`src/brf_pkg.sv`:
```
// ============================================================================
// brf_pkg
// Shared widths, command codes and the result record for the byte ring FIFO.
// ============================================================================
package brf_pkg;

    localparam int CMD_W  = 3;
    localparam int BYTE_W = 8;
    localparam int CNT_W  = 4;
    localparam int OCC_W  = 4;
    localparam int CAP_W  = 4;

    // Command codes
    localparam logic [CMD_W-1:0] CMD_PUT_OVR = 3'd0;  // put, drop oldest when full
    localparam logic [CMD_W-1:0] CMD_PUT_TRY = 3'd1;  // put, refused when full
    localparam logic [CMD_W-1:0] CMD_GET     = 3'd2;
    localparam logic [CMD_W-1:0] CMD_PEEK    = 3'd3;
    localparam logic [CMD_W-1:0] CMD_CLEAR   = 3'd4;

    // One result record on its way to the output register
    typedef struct packed {
        logic             valid;
        logic             status;   // 1 = refused
        logic             last;
        logic [OCC_W-1:0] occ;
        logic             use_ram;  // byte comes from the RAM read port
    } res_t;

endpackage

```
`src/byte_ring_fifo_with_peek.sv`:
```
// ============================================================================
// byte_ring_fifo_with_peek
// Byte FIFO on a ring of capacity + 1 slots with put, get, peek and clear.
// ============================================================================
//
//  channel | direction | handshake         | payload
//  --------+-----------+-------------------+-----------------------------------
//  s       | in        | s_tvalid/s_tready | s_tdata: cmd, write_byte, peek_count
//  m       | out       | m_tvalid/m_tready | m_tdata: read_byte, occupancy;
//          |           |                   | m_tuser: status; m_tlast: last
//  cfg     | in        | cfg_wen           | cfg_wdata: capacity (clears ring)
//
//  Put, get, clear: one item per cycle while s_tready is high; each result
//  passes through the RAM read register, then the output register.
//  Peek of N bytes: N reads on the single read port, one per cycle unless stalled.
//  s_tready is low while a peek is being read out or a stalled result fills
//  both result registers.
//  Reset: capacity 15, ring empty; RAM contents are not cleared.
//
module byte_ring_fifo_with_peek import brf_pkg::*; #(
    parameter int RING_SLOTS = 16
) (
    input  logic                clk,
    input  logic                rst_n,
    input  logic                cfg_wen,
    input  logic [CAP_W-1:0]    cfg_wdata,
    input  logic                s_tvalid,
    output logic                s_tready,
    input  logic [15:0]         s_tdata,   // cmd[2:0], write_byte[10:3], peek_count[14:11]
    output logic                m_tvalid,
    input  logic                m_tready,
    output logic [15:0]         m_tdata,   // read_byte[7:0], occupancy[11:8]
    output logic                m_tuser,   // status
    output logic                m_tlast
);

    localparam int PW = $clog2(RING_SLOTS);

    logic               ram_wen;
    logic [PW-1:0]      ram_waddr;
    logic [BYTE_W-1:0]  ram_wdata;
    logic               ram_ren;
    logic [PW-1:0]      ram_raddr;
    logic [BYTE_W-1:0]  ram_rdata;
    res_t               s1_res;
    logic               s1_adv;
    logic [BYTE_W-1:0]  out_byte;
    logic [OCC_W-1:0]   out_occ;

    brf_ctrl #(
        .RING_SLOTS (RING_SLOTS)
    ) u_ctrl (
        .clk        (clk),
        .rst_n      (rst_n),
        .cfg_wen    (cfg_wen),
        .cfg_wdata  (cfg_wdata),
        .in_valid   (s_tvalid),
        .in_ready   (s_tready),
        .cmd        (s_tdata[2:0]),
        .write_byte (s_tdata[10:3]),
        .peek_count (s_tdata[14:11]),
        .ram_wen    (ram_wen),
        .ram_waddr  (ram_waddr),
        .ram_wdata  (ram_wdata),
        .ram_ren    (ram_ren),
        .ram_raddr  (ram_raddr),
        .s1_res     (s1_res),
        .s1_adv     (s1_adv)
    );

    brf_ram #(
        .WIDTH (BYTE_W),
        .DEPTH (RING_SLOTS)
    ) u_ring (
        .clk   (clk),
        .wen   (ram_wen),
        .waddr (ram_waddr),
        .wdata (ram_wdata),
        .ren   (ram_ren),
        .raddr (ram_raddr),
        .rdata (ram_rdata)
    );

    brf_out_stage u_out (
        .clk        (clk),
        .rst_n      (rst_n),
        .s1_res     (s1_res),
        .ram_rdata  (ram_rdata),
        .s1_adv     (s1_adv),
        .out_valid  (m_tvalid),
        .out_ready  (m_tready),
        .out_status (m_tuser),
        .out_byte   (out_byte),
        .out_last   (m_tlast),
        .out_occ    (out_occ)
    );

    // Pack result payload, upper bits zero
    assign m_tdata = {4'b0000, out_occ, out_byte};

endmodule

```
`src/brf_ram.sv`:
```
// ============================================================================
// brf_ram
// Generic single-write, single-read RAM with a registered read port.
// ============================================================================
module brf_ram #(
    parameter int WIDTH = 8,
    parameter int DEPTH = 16
) (
    input  logic                     clk,
    input  logic                     wen,
    input  logic [$clog2(DEPTH)-1:0] waddr,
    input  logic [WIDTH-1:0]         wdata,
    input  logic                     ren,
    input  logic [$clog2(DEPTH)-1:0] raddr,
    output logic [WIDTH-1:0]         rdata
);

    logic [WIDTH-1:0] mem [DEPTH];
    logic [WIDTH-1:0] rdata_reg;

    // Write port
    always_ff @(posedge clk)
    begin
        if (wen)
        begin
            mem[waddr] <= wdata;
        end
    end

    // Read port, output holds while ren is low
    always_ff @(posedge clk)
    begin
        if (ren)
        begin
            rdata_reg <= mem[raddr];
        end
    end

    assign rdata = rdata_reg;

endmodule

```
`src/brf_ctrl.sv`:
```
// ============================================================================
// brf_ctrl
// Position registers, command decode, peek sequencer and the result stage
// that sits beside the RAM read register.
// ============================================================================
module brf_ctrl import brf_pkg::*; #(
    parameter int RING_SLOTS = 16
) (
    input  logic                             clk,
    input  logic                             rst_n,
    input  logic                             cfg_wen,
    input  logic [CAP_W-1:0]                 cfg_wdata,
    input  logic                             in_valid,
    output logic                             in_ready,
    input  logic [CMD_W-1:0]                 cmd,
    input  logic [BYTE_W-1:0]                write_byte,
    input  logic [CNT_W-1:0]                 peek_count,
    output logic                             ram_wen,
    output logic [$clog2(RING_SLOTS)-1:0]    ram_waddr,
    output logic [BYTE_W-1:0]                ram_wdata,
    output logic                             ram_ren,
    output logic [$clog2(RING_SLOTS)-1:0]    ram_raddr,
    output res_t                             s1_res,
    input  logic                             s1_adv
);

    localparam int PW      = $clog2(RING_SLOTS);
    localparam int MAX_CAP = RING_SLOTS - 1;

    typedef enum logic [1:0] {
        ST_IDLE = 2'b01,
        ST_PEEK = 2'b10
    } state_t;

    state_t             state_reg, state_next;
    logic [CAP_W-1:0]   cap_reg, cap_next;
    logic [PW-1:0]      wp_reg, wp_next;
    logic [PW-1:0]      rp_reg, rp_next;
    logic [PW-1:0]      pos_reg, pos_next;
    logic [CNT_W-1:0]   left_reg, left_next;
    res_t               s1_reg;

    logic [PW-1:0]      eff_cap;
    logic               full;
    logic               empty;
    logic [OCC_W-1:0]   occ_now;
    logic               accept;
    logic               s1_free;
    logic               load;
    logic               new_status;
    logic               new_last;
    logic               new_use;

    // Next ring position, wraps after the effective capacity
    function automatic logic [PW-1:0] adv(input logic [PW-1:0] p, input logic [PW-1:0] c);
        logic [PW-1:0] r;
        r = (p >= c) ? '0 : p + 1'b1;
        return r;
    endfunction

    // Stored byte count for a pair of positions
    function automatic logic [OCC_W-1:0] occ_fn(input logic [PW-1:0] w,
                                                input logic [PW-1:0] r,
                                                input logic [PW-1:0] c);
        logic [PW:0] we, re, ce, v;
        we = {1'b0, w};
        re = {1'b0, r};
        ce = {1'b0, c};
        if (adv(w, c) == r)
        begin
            v = ce;
        end
        else if (w >= r)
        begin
            v = we - re;
        end
        else
        begin
            v = ce + (PW+1)'(1) + we - re;
        end
        return OCC_W'(v);
    endfunction

    // Status of the ring as it stands
    assign eff_cap = (int'(cap_reg) > MAX_CAP) ? PW'(MAX_CAP) : PW'(cap_reg);
    assign full    = (adv(wp_reg, eff_cap) == rp_reg);
    assign empty   = (wp_reg == rp_reg);
    assign occ_now = occ_fn(wp_reg, rp_reg, eff_cap);

    assign s1_free  = !s1_reg.valid || s1_adv;
    assign in_ready = (state_reg == ST_IDLE) && s1_free;
    assign accept   = in_valid && in_ready;

    // Command decode and peek sequencing
    always_comb
    begin
        state_next = state_reg;
        cap_next   = cap_reg;
        wp_next    = wp_reg;
        rp_next    = rp_reg;
        pos_next   = pos_reg;
        left_next  = left_reg;
        ram_wen    = 1'b0;
        ram_waddr  = wp_reg;
        ram_wdata  = write_byte;
        ram_ren    = 1'b0;
        ram_raddr  = rp_reg;
        load       = 1'b0;
        new_status = 1'b0;
        new_last   = 1'b1;
        new_use    = 1'b0;

        case (state_reg)
            ST_IDLE:
            begin
                if (accept)
                begin
                    load = 1'b1;
                    case (cmd)
                        CMD_PUT_OVR:
                        begin
                            ram_wen = 1'b1;
                            if (full)
                            begin
                                rp_next = adv(rp_reg, eff_cap);
                            end
                            wp_next = adv(wp_reg, eff_cap);
                        end
                        CMD_PUT_TRY:
                        begin
                            if (full)
                            begin
                                new_status = 1'b1;
                            end
                            else
                            begin
                                ram_wen = 1'b1;
                                wp_next = adv(wp_reg, eff_cap);
                            end
                        end
                        CMD_GET:
                        begin
                            if (empty)
                            begin
                                new_status = 1'b1;
                            end
                            else
                            begin
                                ram_ren = 1'b1;
                                new_use = 1'b1;
                                rp_next = adv(rp_reg, eff_cap);
                            end
                        end
                        CMD_PEEK:
                        begin
                            if (empty || (peek_count > occ_now))
                            begin
                                new_status = 1'b1;
                            end
                            else if (peek_count != '0)
                            begin
                                ram_ren   = 1'b1;
                                new_use   = 1'b1;
                                new_last  = (peek_count == CNT_W'(1));
                                pos_next  = adv(rp_reg, eff_cap);
                                left_next = peek_count - 1'b1;
                                if (peek_count != CNT_W'(1))
                                begin
                                    state_next = ST_PEEK;
                                end
                            end
                        end
                        CMD_CLEAR:
                        begin
                            wp_next = '0;
                            rp_next = '0;
                        end
                        default:
                        begin
                            new_status = 1'b1;
                        end
                    endcase
                end
            end
            ST_PEEK:
            begin
                if (s1_free)
                begin
                    load      = 1'b1;
                    ram_ren   = 1'b1;
                    ram_raddr = pos_reg;
                    new_use   = 1'b1;
                    new_last  = (left_reg == CNT_W'(1));
                    pos_next  = adv(pos_reg, eff_cap);
                    left_next = left_reg - 1'b1;
                    if (left_reg == CNT_W'(1))
                    begin
                        state_next = ST_IDLE;
                    end
                end
            end
            default:
            begin
                state_next = ST_IDLE;
            end
        endcase

        // Capacity write also empties the ring
        if (cfg_wen)
        begin
            cap_next = cfg_wdata;
            wp_next  = '0;
            rp_next  = '0;
        end
    end

    // Control registers
    always_ff @(posedge clk or negedge rst_n)
    begin
        if (!rst_n)
        begin
            state_reg <= ST_IDLE;
            cap_reg   <= CAP_W'(15);
            wp_reg    <= '0;
            rp_reg    <= '0;
            pos_reg   <= '0;
            left_reg  <= '0;
        end
        else
        begin
            state_reg <= state_next;
            cap_reg   <= cap_next;
            wp_reg    <= wp_next;
            rp_reg    <= rp_next;
            pos_reg   <= pos_next;
            left_reg  <= left_next;
        end
    end

    // Result stage, in step with the RAM read register
    always_ff @(posedge clk or negedge rst_n)
    begin
        if (!rst_n)
        begin
            s1_reg <= '0;
        end
        else if (load)
        begin
            s1_reg.valid   <= 1'b1;
            s1_reg.status  <= new_status;
            s1_reg.last    <= new_last;
            s1_reg.occ     <= occ_fn(wp_next, rp_next, eff_cap);
            s1_reg.use_ram <= new_use;
        end
        else if (s1_adv)
        begin
            s1_reg.valid <= 1'b0;
        end
    end

    assign s1_res = s1_reg;

`ifndef SYNTHESIS
    a_peek_left: assert property (@(posedge clk) disable iff (!rst_n)
        (state_reg == ST_PEEK) |-> (left_reg != '0))
        else $error("peek sequencer running with no bytes left");

    a_read_slot: assert property (@(posedge clk) disable iff (!rst_n)
        ram_ren |-> (!s1_reg.valid || s1_adv))
        else $error("RAM read issued while the held result is stalled");

    a_pos_range: assert property (@(posedge clk) disable iff (!rst_n)
        (wp_reg <= eff_cap) && (rp_reg <= eff_cap))
        else $error("ring position beyond effective capacity");

    a_peek_ends: assert property (@(posedge clk) disable iff (!rst_n)
        (load && new_last && (state_reg == ST_PEEK)) |=> (state_reg == ST_IDLE))
        else $error("peek sequencer did not return to idle after last byte");
`endif

endmodule

```
`src/brf_out_stage.sv`:
```
// ============================================================================
// brf_out_stage
// Output register: takes the held result and RAM byte, presents the item.
// ============================================================================
module brf_out_stage import brf_pkg::*; (
    input  logic                clk,
    input  logic                rst_n,
    input  res_t                s1_res,
    input  logic [BYTE_W-1:0]   ram_rdata,
    output logic                s1_adv,
    output logic                out_valid,
    input  logic                out_ready,
    output logic                out_status,
    output logic [BYTE_W-1:0]   out_byte,
    output logic                out_last,
    output logic [OCC_W-1:0]    out_occ
);

    logic               valid_reg;
    logic               status_reg;
    logic [BYTE_W-1:0]  byte_reg;
    logic               last_reg;
    logic [OCC_W-1:0]   occ_reg;

    // Move the held result forward when the register is free or draining
    assign s1_adv = s1_res.valid && (!valid_reg || out_ready);

    always_ff @(posedge clk or negedge rst_n)
    begin
        if (!rst_n)
        begin
            valid_reg <= 1'b0;
        end
        else if (s1_adv)
        begin
            valid_reg <= 1'b1;
        end
        else if (out_ready)
        begin
            valid_reg <= 1'b0;
        end
    end

    // Payload, no reset
    always_ff @(posedge clk)
    begin
        if (s1_adv)
        begin
            status_reg <= s1_res.status;
            byte_reg   <= s1_res.use_ram ? ram_rdata : '0;
            last_reg   <= s1_res.last;
            occ_reg    <= s1_res.occ;
        end
    end

    assign out_valid  = valid_reg;
    assign out_status = status_reg;
    assign out_byte   = byte_reg;
    assign out_last   = last_reg;
    assign out_occ    = occ_reg;

endmodule

```
`config.mk`:
```
export PLATFORM = sky130hd
export DESIGN_NAME = byte_ring_fifo_with_peek
export DESIGN_NICKNAME = d
export VERILOG_FILES = /design/src/brf_pkg.sv /design/src/byte_ring_fifo_with_peek.sv /design/src/brf_ram.sv /design/src/brf_ctrl.sv /design/src/brf_out_stage.sv
export SDC_FILE = /design/constraint.sdc
export NUM_CORES = 1
export LEC_CHECK = 0
export ABC_CLOCK_PERIOD_IN_PS = 4500
export BUFFER_PORTS_ARGS = -buffer_cell sky130_fd_sc_hd__buf_2
export CAP_MARGIN = 20
export CORE_MARGIN = 2
export CORE_UTILIZATION = 50
export DETAILED_ROUTE_END_ITERATION = 6
export GPL_ROUTABILITY_DRIVEN = 0
export MAX_ROUTING_LAYER = met4
export PLACE_DENSITY = 0.7
export SLEW_MARGIN = 20
export SYNTH_ARGS = -nofsm -noshare
export SYNTH_HDL_FRONTEND = slang
export SYNTH_SLANG_ARGS = --single-unit
```
`constraint.sdc`:
```
create_clock -name clk -period 4.5 [get_ports clk]
set_input_delay 0.45 -clock clk [delete_from_list [all_inputs] [get_ports clk]]
set_output_delay 0.45 -clock clk [all_outputs]
set_load 0.05 [all_outputs]
```
==> results.md, run 1 <==
- Syn_area_per_cell: 13.85 sq um
- CP delay by family, top: compound AO/OA/AOI/OAI gates
- Site row count: 49
- Ys Warns: 0
- Setup crit start kind: flop
- Final core utilization: 63.38%
- IO Count: 45
- # DRC: 0
- Worst Path Arrival: 4.82 ns
- Type of the worst setup path: flop to flop
- CP Buf/Inv Count: 3
- Max Cap Viol: 0
- Vias in the first global route: 6,201
- Final period utilization: 98.99%
- Setup TNS: 0 ns
- TritonRoute pass-1 iters: 6
- Vias per cell: 5.773
- Final Slew Violations: 0
- Worst-Skew Late Latency: 0.43 ns
- Die ar.: 0.01947 sq mm
- Logic pwr share: 29.4%
- Largest net degree at the start of global routing: 32
- Most flops, register: u_ring.mem
- Share of post-route cells with drive strength above 1: 35.19%
- Final Cell Area: 0.01138 sq mm
- CTS sink count: 181
- Port Buffers: 39
- Post-synth cell types: 69
- FF-to-FF path depth: 20
- Synth Register Bits: 181
- Dpl hpwl: 14,830 um
- Drt initial violations: 530
- CTS root buf: clkbuf_16
- GRT Total Usage: 22.72%
- Setup WS pre-CTS: -0.2379 ns
- Area of the core: 0.01796 sq mm
- Reg-to-reg critical path endpoint: u_ctrl.s1_res[4]
- CTS tree: built
- Critical path fanouts, max: 4
- Synth Flop Type: edfxtp_1
- Leak: 4.419 nW
- Cts hold-fix bufs: 0
- Commonest non-fill, non-tap cell in the layout: edfxtp_1
- Via count: 6,079
- Final Hold Viols: 0
- Max incr delay on CP: 0.57 ns
- Worst r2r src: u_ctrl.cap_reg[1]
- Number of H-tree levels: 4
- Crit. End Element: flop
- Starting Density: 51.12%
- Mapped Cells: 663
- Setup WS post-layout: 0.04550 ns
- Gr ovfl total: 0
- Final-report setup violation count: 0
- Critical path cell sequence: inv_2 > ha_4 > o211ai_1 > o21ai_2 > mux2_4 > a21oi_2 > buf_4 > o31a_1 > a22o_1 > inv_2 > fa_1 > ha_1 > a21o_1 > a21oi_2 > xor2_1 > xnor2_1 > xnor2_1 > xnor2_1 > a22o_1 > o21ai_2
- Cell Area, Placed: 0.01033 sq mm
- Cell Pwr Density: 441.7 mW/mm^2
- Worst Skew: 0.008650 ns
- Layout Nets: 892
- Register area share after synthesis: 57.56%
- ANT nets after route: 0
- Actual slew at the worst max-slew pin: 1.064 ns
- Critical-path top delay cell: dfstp_2
- Min-Delay Path Class: primary input to asynchronous set/reset pin
- Initial antenna violation count: 0
- Most used cell, CP: xnor2_1
- Critical path required time: 4.86 ns
- Die Y: 139.5 um
- RSZ-0062 raised after global routing: true
- Area Overhead vs Synth: 23.96%
- Wirelength per Cell: 20.22 um
- Worst-path clk slew: 0.07 ns
- R2r setup slk: 0.05 ns
- Antenna fix cells: 0
- Sequential share of power: 41.3%
- Max FFs per register: 128
- Most frequent cells in the layout: edfxtp_1 (150), buf_4 (107), ha_1 (39), buf_2 (39), nand2_1 (34)
- Switching pwr: 0.001602 W
- Max-slew headroom: 27.68%
- WHS: 0.09686 ns
- Peak supply drop: 0.3902 mV
- TritonCTS buffer count: 17
- Global-route wire length before repair: 32,770 um
- Outcome: finished, final reports clean
- Post-synth EDFFs: 150
- F_max: 0.2245 GHz
- Final WL: 21,290 um
- Cell area after synthesis: 0.009184 sq mm
- Switching Share: 31.86%
- Die width: 139.5 um
- Pint: 0.003426 W
- Clock Path Buffers: 2
- Crit path time final: 4.454 ns
- Clock Power Share: 29.3%
- Ys async rst share: 17.13%
## worst max-delay path by stage
stage          cells past startpoint                   to  slack, ns                start
2_1_floorplan                     21    u_ctrl.pos_reg[1]      0.004    u_ctrl.cap_reg[3]
3_3_place_gp                      19  u_ctrl.state_reg[0]      -0.05    u_ctrl.cap_reg[0]
3_5_place_dp                      22  u_ctrl.state_reg[0]      -0.24  u_ctrl.ram_waddr[1]
4_1_cts                           21     u_ctrl.s1_res[4]      0.009    u_ctrl.cap_reg[1]
5_1_grt                           21     u_ctrl.s1_res[4]      -0.11    u_ctrl.cap_reg[1]
6_report                          20     u_ctrl.s1_res[4]       0.05    u_ctrl.cap_reg[1]
## power groups by stage
stage | Sequential [W] | Combinational, W | Clock, W
3_5_place_dp | 0.00210 | 0.00133 | 0
6_report | 0.00208 | 0.00148 | 0.00147
4_1_cts | 0.00207 | 0.00137 | 0.00150
5_1_grt | 0.00209 | 0.00161 | 0.00156
3_3_place_gp | 0.00210 | 0.00128 | 0
2_1_floorplan | 0.00219 | 0.000816 | 0
## metal layers
layer	up-vias	routed length (um)	GRT usage, %
met5	-	0	-
met4	0	380	6.911
met3	36	1044	4.129
met2	194	10740	36.69
met1	3029	9126	29.66
li1	2820	-	-
## cells by family after synthesis
logic type / synth area share (%)
other: 0.04083
XOR/XNOR: 2.575
AND/OR/NAND/NOR: 7.875
buffers and inverters: 2.875
adder cells (fa/ha/maj): 8.283
flip-flops: 57.56
AO/OA/AOI/OAI: 10.40
multiplexers: 10.40
## what timing repair did
action                     CTS  global route
buffers inserted             5            10
pin swaps                    7            35
setup endpoints to repair   22            23
resized for setup           18            56
## metrics by stage
step                      std cells  power (W)
final                          1053   0.005029
after global routing           1053   0.005264
after CTS                      1044   0.004940
after detailed placement       1007   0.003435
after global placement         1007   0.003378
after floorplan                 666   0.003007
## final cells by class
| cell class | instances | area [sq um] |
|---|---|---|
| fillers | 1292 | 6579 |
| flip-flops and latches | 181 | 5288 |
| multi-input cells | 422 | 4016 |
| repair buffers | 152 | 1066 |
| clock buffers | 18 | 429.2 |
| inverters | 37 | 141.4 |
| well taps | 229 | 286.5 |
| clock inverters | 14 | 157.7 |
## cells in the mapped netlist, types with 9 or more instances
library cell / instances / area [sq um]
edfxtp_1: 150 / 4504
ha_1: 48 / 600.6
nor2_1: 36 / 135.1
inv_1: 35 / 131.4
nand2_1: 35 / 131.4
mux4_2: 32 / 720.7
a21oi_1: 31 / 155.2
dfrtp_1: 26 / 650.6
o21ai_0: 22 / 110.1
mux2i_1: 20 / 200.2
xnor2_1: 17 / 148.9
a21o_1: 15 / 112.6
clkbuf_1: 14 / 52.55
nor2b_1: 14 / 87.58
and2_1: 13 / 81.33
a211oi_1: 12 / 90.09
nand3_1: 12 / 60.06
xor2_1: 10 / 87.58
nand2b_1: 9 / 56.30
nor3_1: 9 / 45.04
No activity file was read; power rests on OpenSTA's default activity.
==> run 2: changes to the inputs <==
--- a/config.mk
+++ b/config.mk
@@ -12,7 +12,6 @@
 export CORE_UTILIZATION = 50
 export DETAILED_ROUTE_END_ITERATION = 6
 export GPL_ROUTABILITY_DRIVEN = 0
-export MAX_ROUTING_LAYER = met4
 export PLACE_DENSITY = 0.7
 export SLEW_MARGIN = 20
 export SYNTH_ARGS = -nofsm -noshare
==> run 2 against run 1 <==
Against the previous run:
- register-to-register slack got worse by 0.03 ns
- total power decreased by 0.48%
- clock-buffer cell count unchanged
- setup slack got worse by 0.028 ns
- global-route usage decreased by 0.67 points
- cell count decreased by 0.19%
- largest cell class unchanged
- largest power group unchanged
==> results.md, run 2 (same netlist as run 1, synthesis figures left out) <==
- RSZ-0062 raised after global routing: true
- Worst Path Arrival: 4.84 ns
- GR Layer Usage met3: 4.439%
- Sequential share of power: 41.4%
- Critical path fanouts, max: 5
- Area Overhead vs Synth: 23.15%
- Starting Density: 51.12%
- Crit. End Element: flop
- # DRC: 0
- Most flops, register: u_ring.mem
- Via count: 6,054
- Number of H-tree levels: 4
- Pint: 0.003418 W
- Clock Path Buffers: 2
- GRT Total Usage: 22.05%
- Max-slew headroom: 24.89%
- CTS root buf: clkbuf_16
- Port Buffers: 39
- Share of post-route cells with drive strength above 1: 33.58%
- Layout Nets: 890
- Switching Share: 31.70%
- Met2 usage: 36.64%
- ANT nets after route: 0
- Worst-path clk slew: 0.07 ns
- CTS sink count: 181
- Dpl hpwl: 14,830 um
- Gr ovfl total: 0
- Max FFs per register: 128
- Logic pwr share: 29.1%
- Largest net degree at the start of global routing: 32
- Type of the worst setup path: flop to flop
- Vias in the first global route: 6,192
- Vias per cell: 5.760
- Final-report setup violation count: 0
- Final core utilization: 62.96%
- Max Cap Viol: 0
- R2r setup slk: 0.02 ns
- Site row count: 49
- Initial antenna violation count: 0
- Actual slew at the worst max-slew pin: 1.105 ns
- Setup TNS: 0 ns
- Peak supply drop: 0.3905 mV
- Cell Pwr Density: 442.5 mW/mm^2
- Final period utilization: 99.60%
- Commonest non-fill, non-tap cell in the layout: edfxtp_1
- Die width: 139.5 um
- Leak: 4.410 nW
- F_max: 0.2231 GHz
- Die ar.: 0.01947 sq mm
- Final WL: 21,030 um
- Most frequent cells in the layout: edfxtp_1 (150), buf_4 (103), ha_1 (42)
- Inst Count DP: 1,007
- Clock Power Share: 29.5%
- CTS tree: built
- Min-Delay Path Class: primary input to asynchronous set/reset pin
- Area of the core: 0.01796 sq mm
- IO Count: 45
- Cell Area, Placed: 0.01033 sq mm
- TritonRoute pass-1 iters: 5
- Antenna fix cells: 0
- Worst-Skew Late Latency: 0.44 ns
- Critical path required time: 4.86 ns
- Final Hold Viols: 0
- Fin cells: 1,051
- Final Cell Area: 0.01131 sq mm
- Worst Skew: 0.008597 ns
- Switching pwr: 0.001587 W
- Setup crit start kind: flop
- Die Y: 139.5 um
- Total power: 0.005004 W
- Outcome: finished, final reports clean
- Global routing usage on met1: 29.73%
- Wirelength per Cell: 20.01 um
- Global-route wire length before repair: 32,800 um
- Crit path time final: 4.482 ns
- TritonCTS buffer count: 17
- Drt initial violations: 503
- GRT Max-Usage Layer: met2
- Final Slew Violations: 0
==> run 2: metrics by stage <==
step,hold slack (ns),worst slack [ns]
floorplan,0.1544,0.004326
global placement,0.4372,-0.05076
detailed placement,0.4374,-0.2379
CTS,0.1027,0.009160
global route,0.1422,-0.1868
finish,0.09297,0.01778
==> run 2: power groups by stage <==
stage	combinational (W)	sequential, W	clock (W)
after floorplan	0.000816	0.00219	0
after global placement	0.00128	0.00210	0
after detailed placement	0.00133	0.00210	0
after CTS	0.00137	0.00207	0.00150
after global routing	0.00159	0.00209	0.00156
final	0.00146	0.00207	0.00148
==> run 2: critical path, stage by stage (launching register included) <==
cell,delay (ns)
dfstp_2,0.58
buf_12,0.11
ha_1,0.22
nor3b_2,0.22
o21ai_2,0.15
buf_4,0.17
o21bai_2,0.17
o211a_4,0.26
nor2_4,0.08
nor2_2,0.14
a21oi_2,0.05
ha_1,0.30
nor2b_1,0.13
o21a_1,0.16
o21a_1,0.16
o21ai_1,0.14
nand4_1,0.14
a211o_1,0.32
o22a_1,0.23
a31oi_2,0.17
a21boi_2,0.17
buf_4,0.12
mux2i_1,0.19
==> run 2: cell type report <==
class,instances,area (sq um)
inverter,37,141.4
fill,1304,6654
sequential,181,5288
clock inverter,14,157.7
multi-input combinational,422,3940
clock buffer,18,429.2
timing repair buffer,150,1067
tap,229,286.5
==> run 2: worst paths after layout <==
check,startpoint,to,cells past startpoint
setup / recovery,u_ctrl.cap_reg[0],u_ctrl.state_reg[0],22
max in group asynchronous,rst_n,u_ctrl.ram_waddr[1],1
hold reg to reg,u_ctrl.s1_res[5],u_out.out_last,0
hold / removal,rst_n,u_ctrl.rp_reg[1],1
min in group clk,cfg_wdata[3],u_ctrl.cap_reg[3],3
setup reg to reg,u_ctrl.cap_reg[0],u_ctrl.state_reg[0],22
==> run 2: repair_timing <==
| action | 4_1_cts | 5_1_grt |
|---|---|---|
| endpoints found under the setup margin | 22 | 23 |
| hold endpoints to repair | 0 | 0 |
| hold buffers | 0 | 0 |
| setup buffers | 5 | 10 |
| gates resized for setup | 18 | 44 |
| pin swaps | 7 | 41 |
==> run 2: metal layers <==
layer / part of all wire (%) / wire length [um]
met4: 1.6 / 344
met3: 4.8 / 1008
met5: 0 / 0
met1: 43 / 9052
met2: 51 / 10630
==> run 3: changes to the inputs <==
--- a/config.mk
+++ b/config.mk
@@ -13,6 +13,7 @@
 export DETAILED_ROUTE_END_ITERATION = 6
 export GPL_ROUTABILITY_DRIVEN = 0
 export PLACE_DENSITY = 0.7
+export SETUP_SLACK_MARGIN = 0.05
 export SLEW_MARGIN = 20
 export SYNTH_ARGS = -nofsm -noshare
 export SYNTH_HDL_FRONTEND = slang
==> run 3 against run 2 <==
Against the previous run:
- the run now ends with negative setup slack left
- setup slack got worse by 0.093 ns
- sequential cell count unchanged
- cell count decreased by 0.48%
==> results.md, run 3 (same netlist as run 1, synthesis figures left out) <==
- Outcome: complete, but fails checks
- Failing checks: negative setup slack
- Antenna fix cells: 0
- Total power: 0.005184 W
- Crit path time final: 4.575 ns
- Global routing usage on met1: 27.94%
- Setup crit start kind: flop
- Die Y: 139.5 um
- Critical-path top delay cell: dfstp_2
- CTS sink count: 181
- Final WL: 21,960 um
- Max Cap Viol: 0
- CP Buf/Inv Count: 2
- CTS tree: built
- Most flops, register: u_ring.mem
- Starting Density: 51.12%
- Met2 usage: 38.13%
- CP delay by family, top: compound AO/OA/AOI/OAI gates
- Setup TNS: -0.1478 ns
- GRT Max-Usage Layer: met2
- Worst-Skew Late Latency: 0.43 ns
- Inst Count DP: 995
- Cts hold-fix bufs: 0
- Crit. End Element: flop
- Die ar.: 0.01947 sq mm
- Worst Skew: 0.01118 ns
- Critical path required time: 4.86 ns
- Final-report setup violation count: 4
- ANT nets after route: 0
- Final Slew Violations: 0
- Clock Path Buffers: 2
- Commonest non-fill, non-tap cell in the layout: edfxtp_1
- Area of the core: 0.01796 sq mm
- Worst Path Arrival: 4.93 ns
- Critical path cell sequence: inv_2 > ha_4 > o211ai_1 > o21ai_2 > mux2_4 > a32oi_4 > o31ai_4 > a221o_1 > buf_4 > ha_1 > a21o_1 > a21o_1 > a221oi_2 > and4_4 > a211oi_4 > nand2b_4 > o41a_1 > o21ai_2
- Peak supply drop: 0.3851 mV
- Via count: 6,205
- Cell Pwr Density: 455.6 mW/mm^2
- RSZ-0062 raised after global routing: true
- WHS: 0.09158 ns
- Critical path fanouts, max: 5
- # DRC: 0
- Type of the worst setup path: flop to flop
- Site row count: 49
- Final core utilization: 63.35%
- Fill count: 1,288
- Vias per cell: 5.932
- Area Overhead vs Synth: 23.91%
- Largest net degree at the start of global routing: 32
- Leak: 4.413 nW
- Max-slew headroom: 37.50%
- Number of H-tree levels: 4
- GRT Total Usage: 22.46%
- Final period utilization: 101.7%
- Actual slew at the worst max-slew pin: 0.9194 ns
- Initial antenna violation count: 0
- GR Layer Usage met3: 4.852%
- Max incr delay on CP: 0.55 ns
- TritonCTS buffer count: 17
- Port Buffers: 39
- Min-Delay Path Class: primary input to asynchronous set/reset pin
- Max FFs per register: 128
- F_max: 0.2186 GHz
- Worst-path clk slew: 0.08 ns
- Final Hold Viols: 0
- Gr ovfl total: 0
- Wirelength per Cell: 20.99 um
- Fin cells: 1,046
- TritonRoute pass-1 iters: 5
- Drt initial violations: 479
- Share of post-route cells with drive strength above 1: 35.37%
- Layout Nets: 885
- Dpl hpwl: 14,890 um
- Vias in the first global route: 6,441
- Global-route wire length before repair: 33,570 um
- Most frequent cells in the layout: edfxtp_1 (150), buf_4 (98), ha_1 (42)
- Setup WS post-layout: -0.07520 ns
- CTS root buf: clkbuf_16
- Die width: 139.5 um
- IO Count: 45
run 3: changes by cell type in the layout (fill, tap and decap cells not counted), moves of 2 or more:
cell	delta
nand2_1	-2
inv_8	-3
clkinv_8	+4
clkinv_4	-3
a21oi_1	-2
o21ai_2	+5
inv_12	+3
buf_4	-5
nand2_2	+2
o21ai_0	-7
a21oi_2	+2
run 3: area by class of cell:
class / count / area, sq um / share of cell area (%)
sequential: 181 / 5288 / 46.46
multi-input combinational: 422 / 4019 / 35.32
timing repair buffer: 145 / 1030 / 9.049
clock buffer: 17 / 425.4 / 3.738
tap: 229 / 286.5 / 2.518
clock inverter: 15 / 192.7 / 1.693
inverter: 37 / 138.9 / 1.220
run 3: timing repair:
action                     CTS  global route
pin swaps                   25            35
setup buffers               11            10
gates resized for setup     21            67
hold endpoints to repair     0             0
setup endpoints to repair   23            23
run 3: through the flow:
stage,instance area (sq um),setup WS (ns)
detailed placement,10250,-0.2649
finish,11380,-0.07520
global route,11380,-0.2819
global placement,10250,-0.1375
CTS,11040,0.01113
floorplan,9200,0.05221
run 3: where the power goes:
group / switching [W] / internal, W / total (W)
clock network: 0.000757 / 0.000765 / 0.00152
logic: 0.000877 / 0.000711 / 0.00159
registers: 0.0000945 / 0.00198 / 0.00207
run 3: routing by layer:
metal / part of all wire [%] / vias to the layer above
met5: 0 / -
li1: - / 2803
met3: 5.7 / 55
met4: 4.1 / 0
met2: 50 / 220
met1: 40 / 3127
run 3: path summary, 6_finish.rpt:
path	slack, ns	endpoint	cells after the start	start
setup / recovery	-0.08	u_ctrl.s1_res[4]	18	u_ctrl.cap_reg[1]
hold / removal	0.09	u_ctrl.left_reg[2]	1	rst_n
setup reg to reg	-0.08	u_ctrl.s1_res[4]	18	u_ctrl.cap_reg[1]
hold reg to reg	0.46	u_out.out_occ[3]	0	u_ctrl.s1_res[4]
max in group asynchronous	3.86	u_ctrl.ram_waddr[1]	1	rst_n
min in group clk	0.25	u_ctrl.cap_reg[3]	3	cfg_wdata[3]
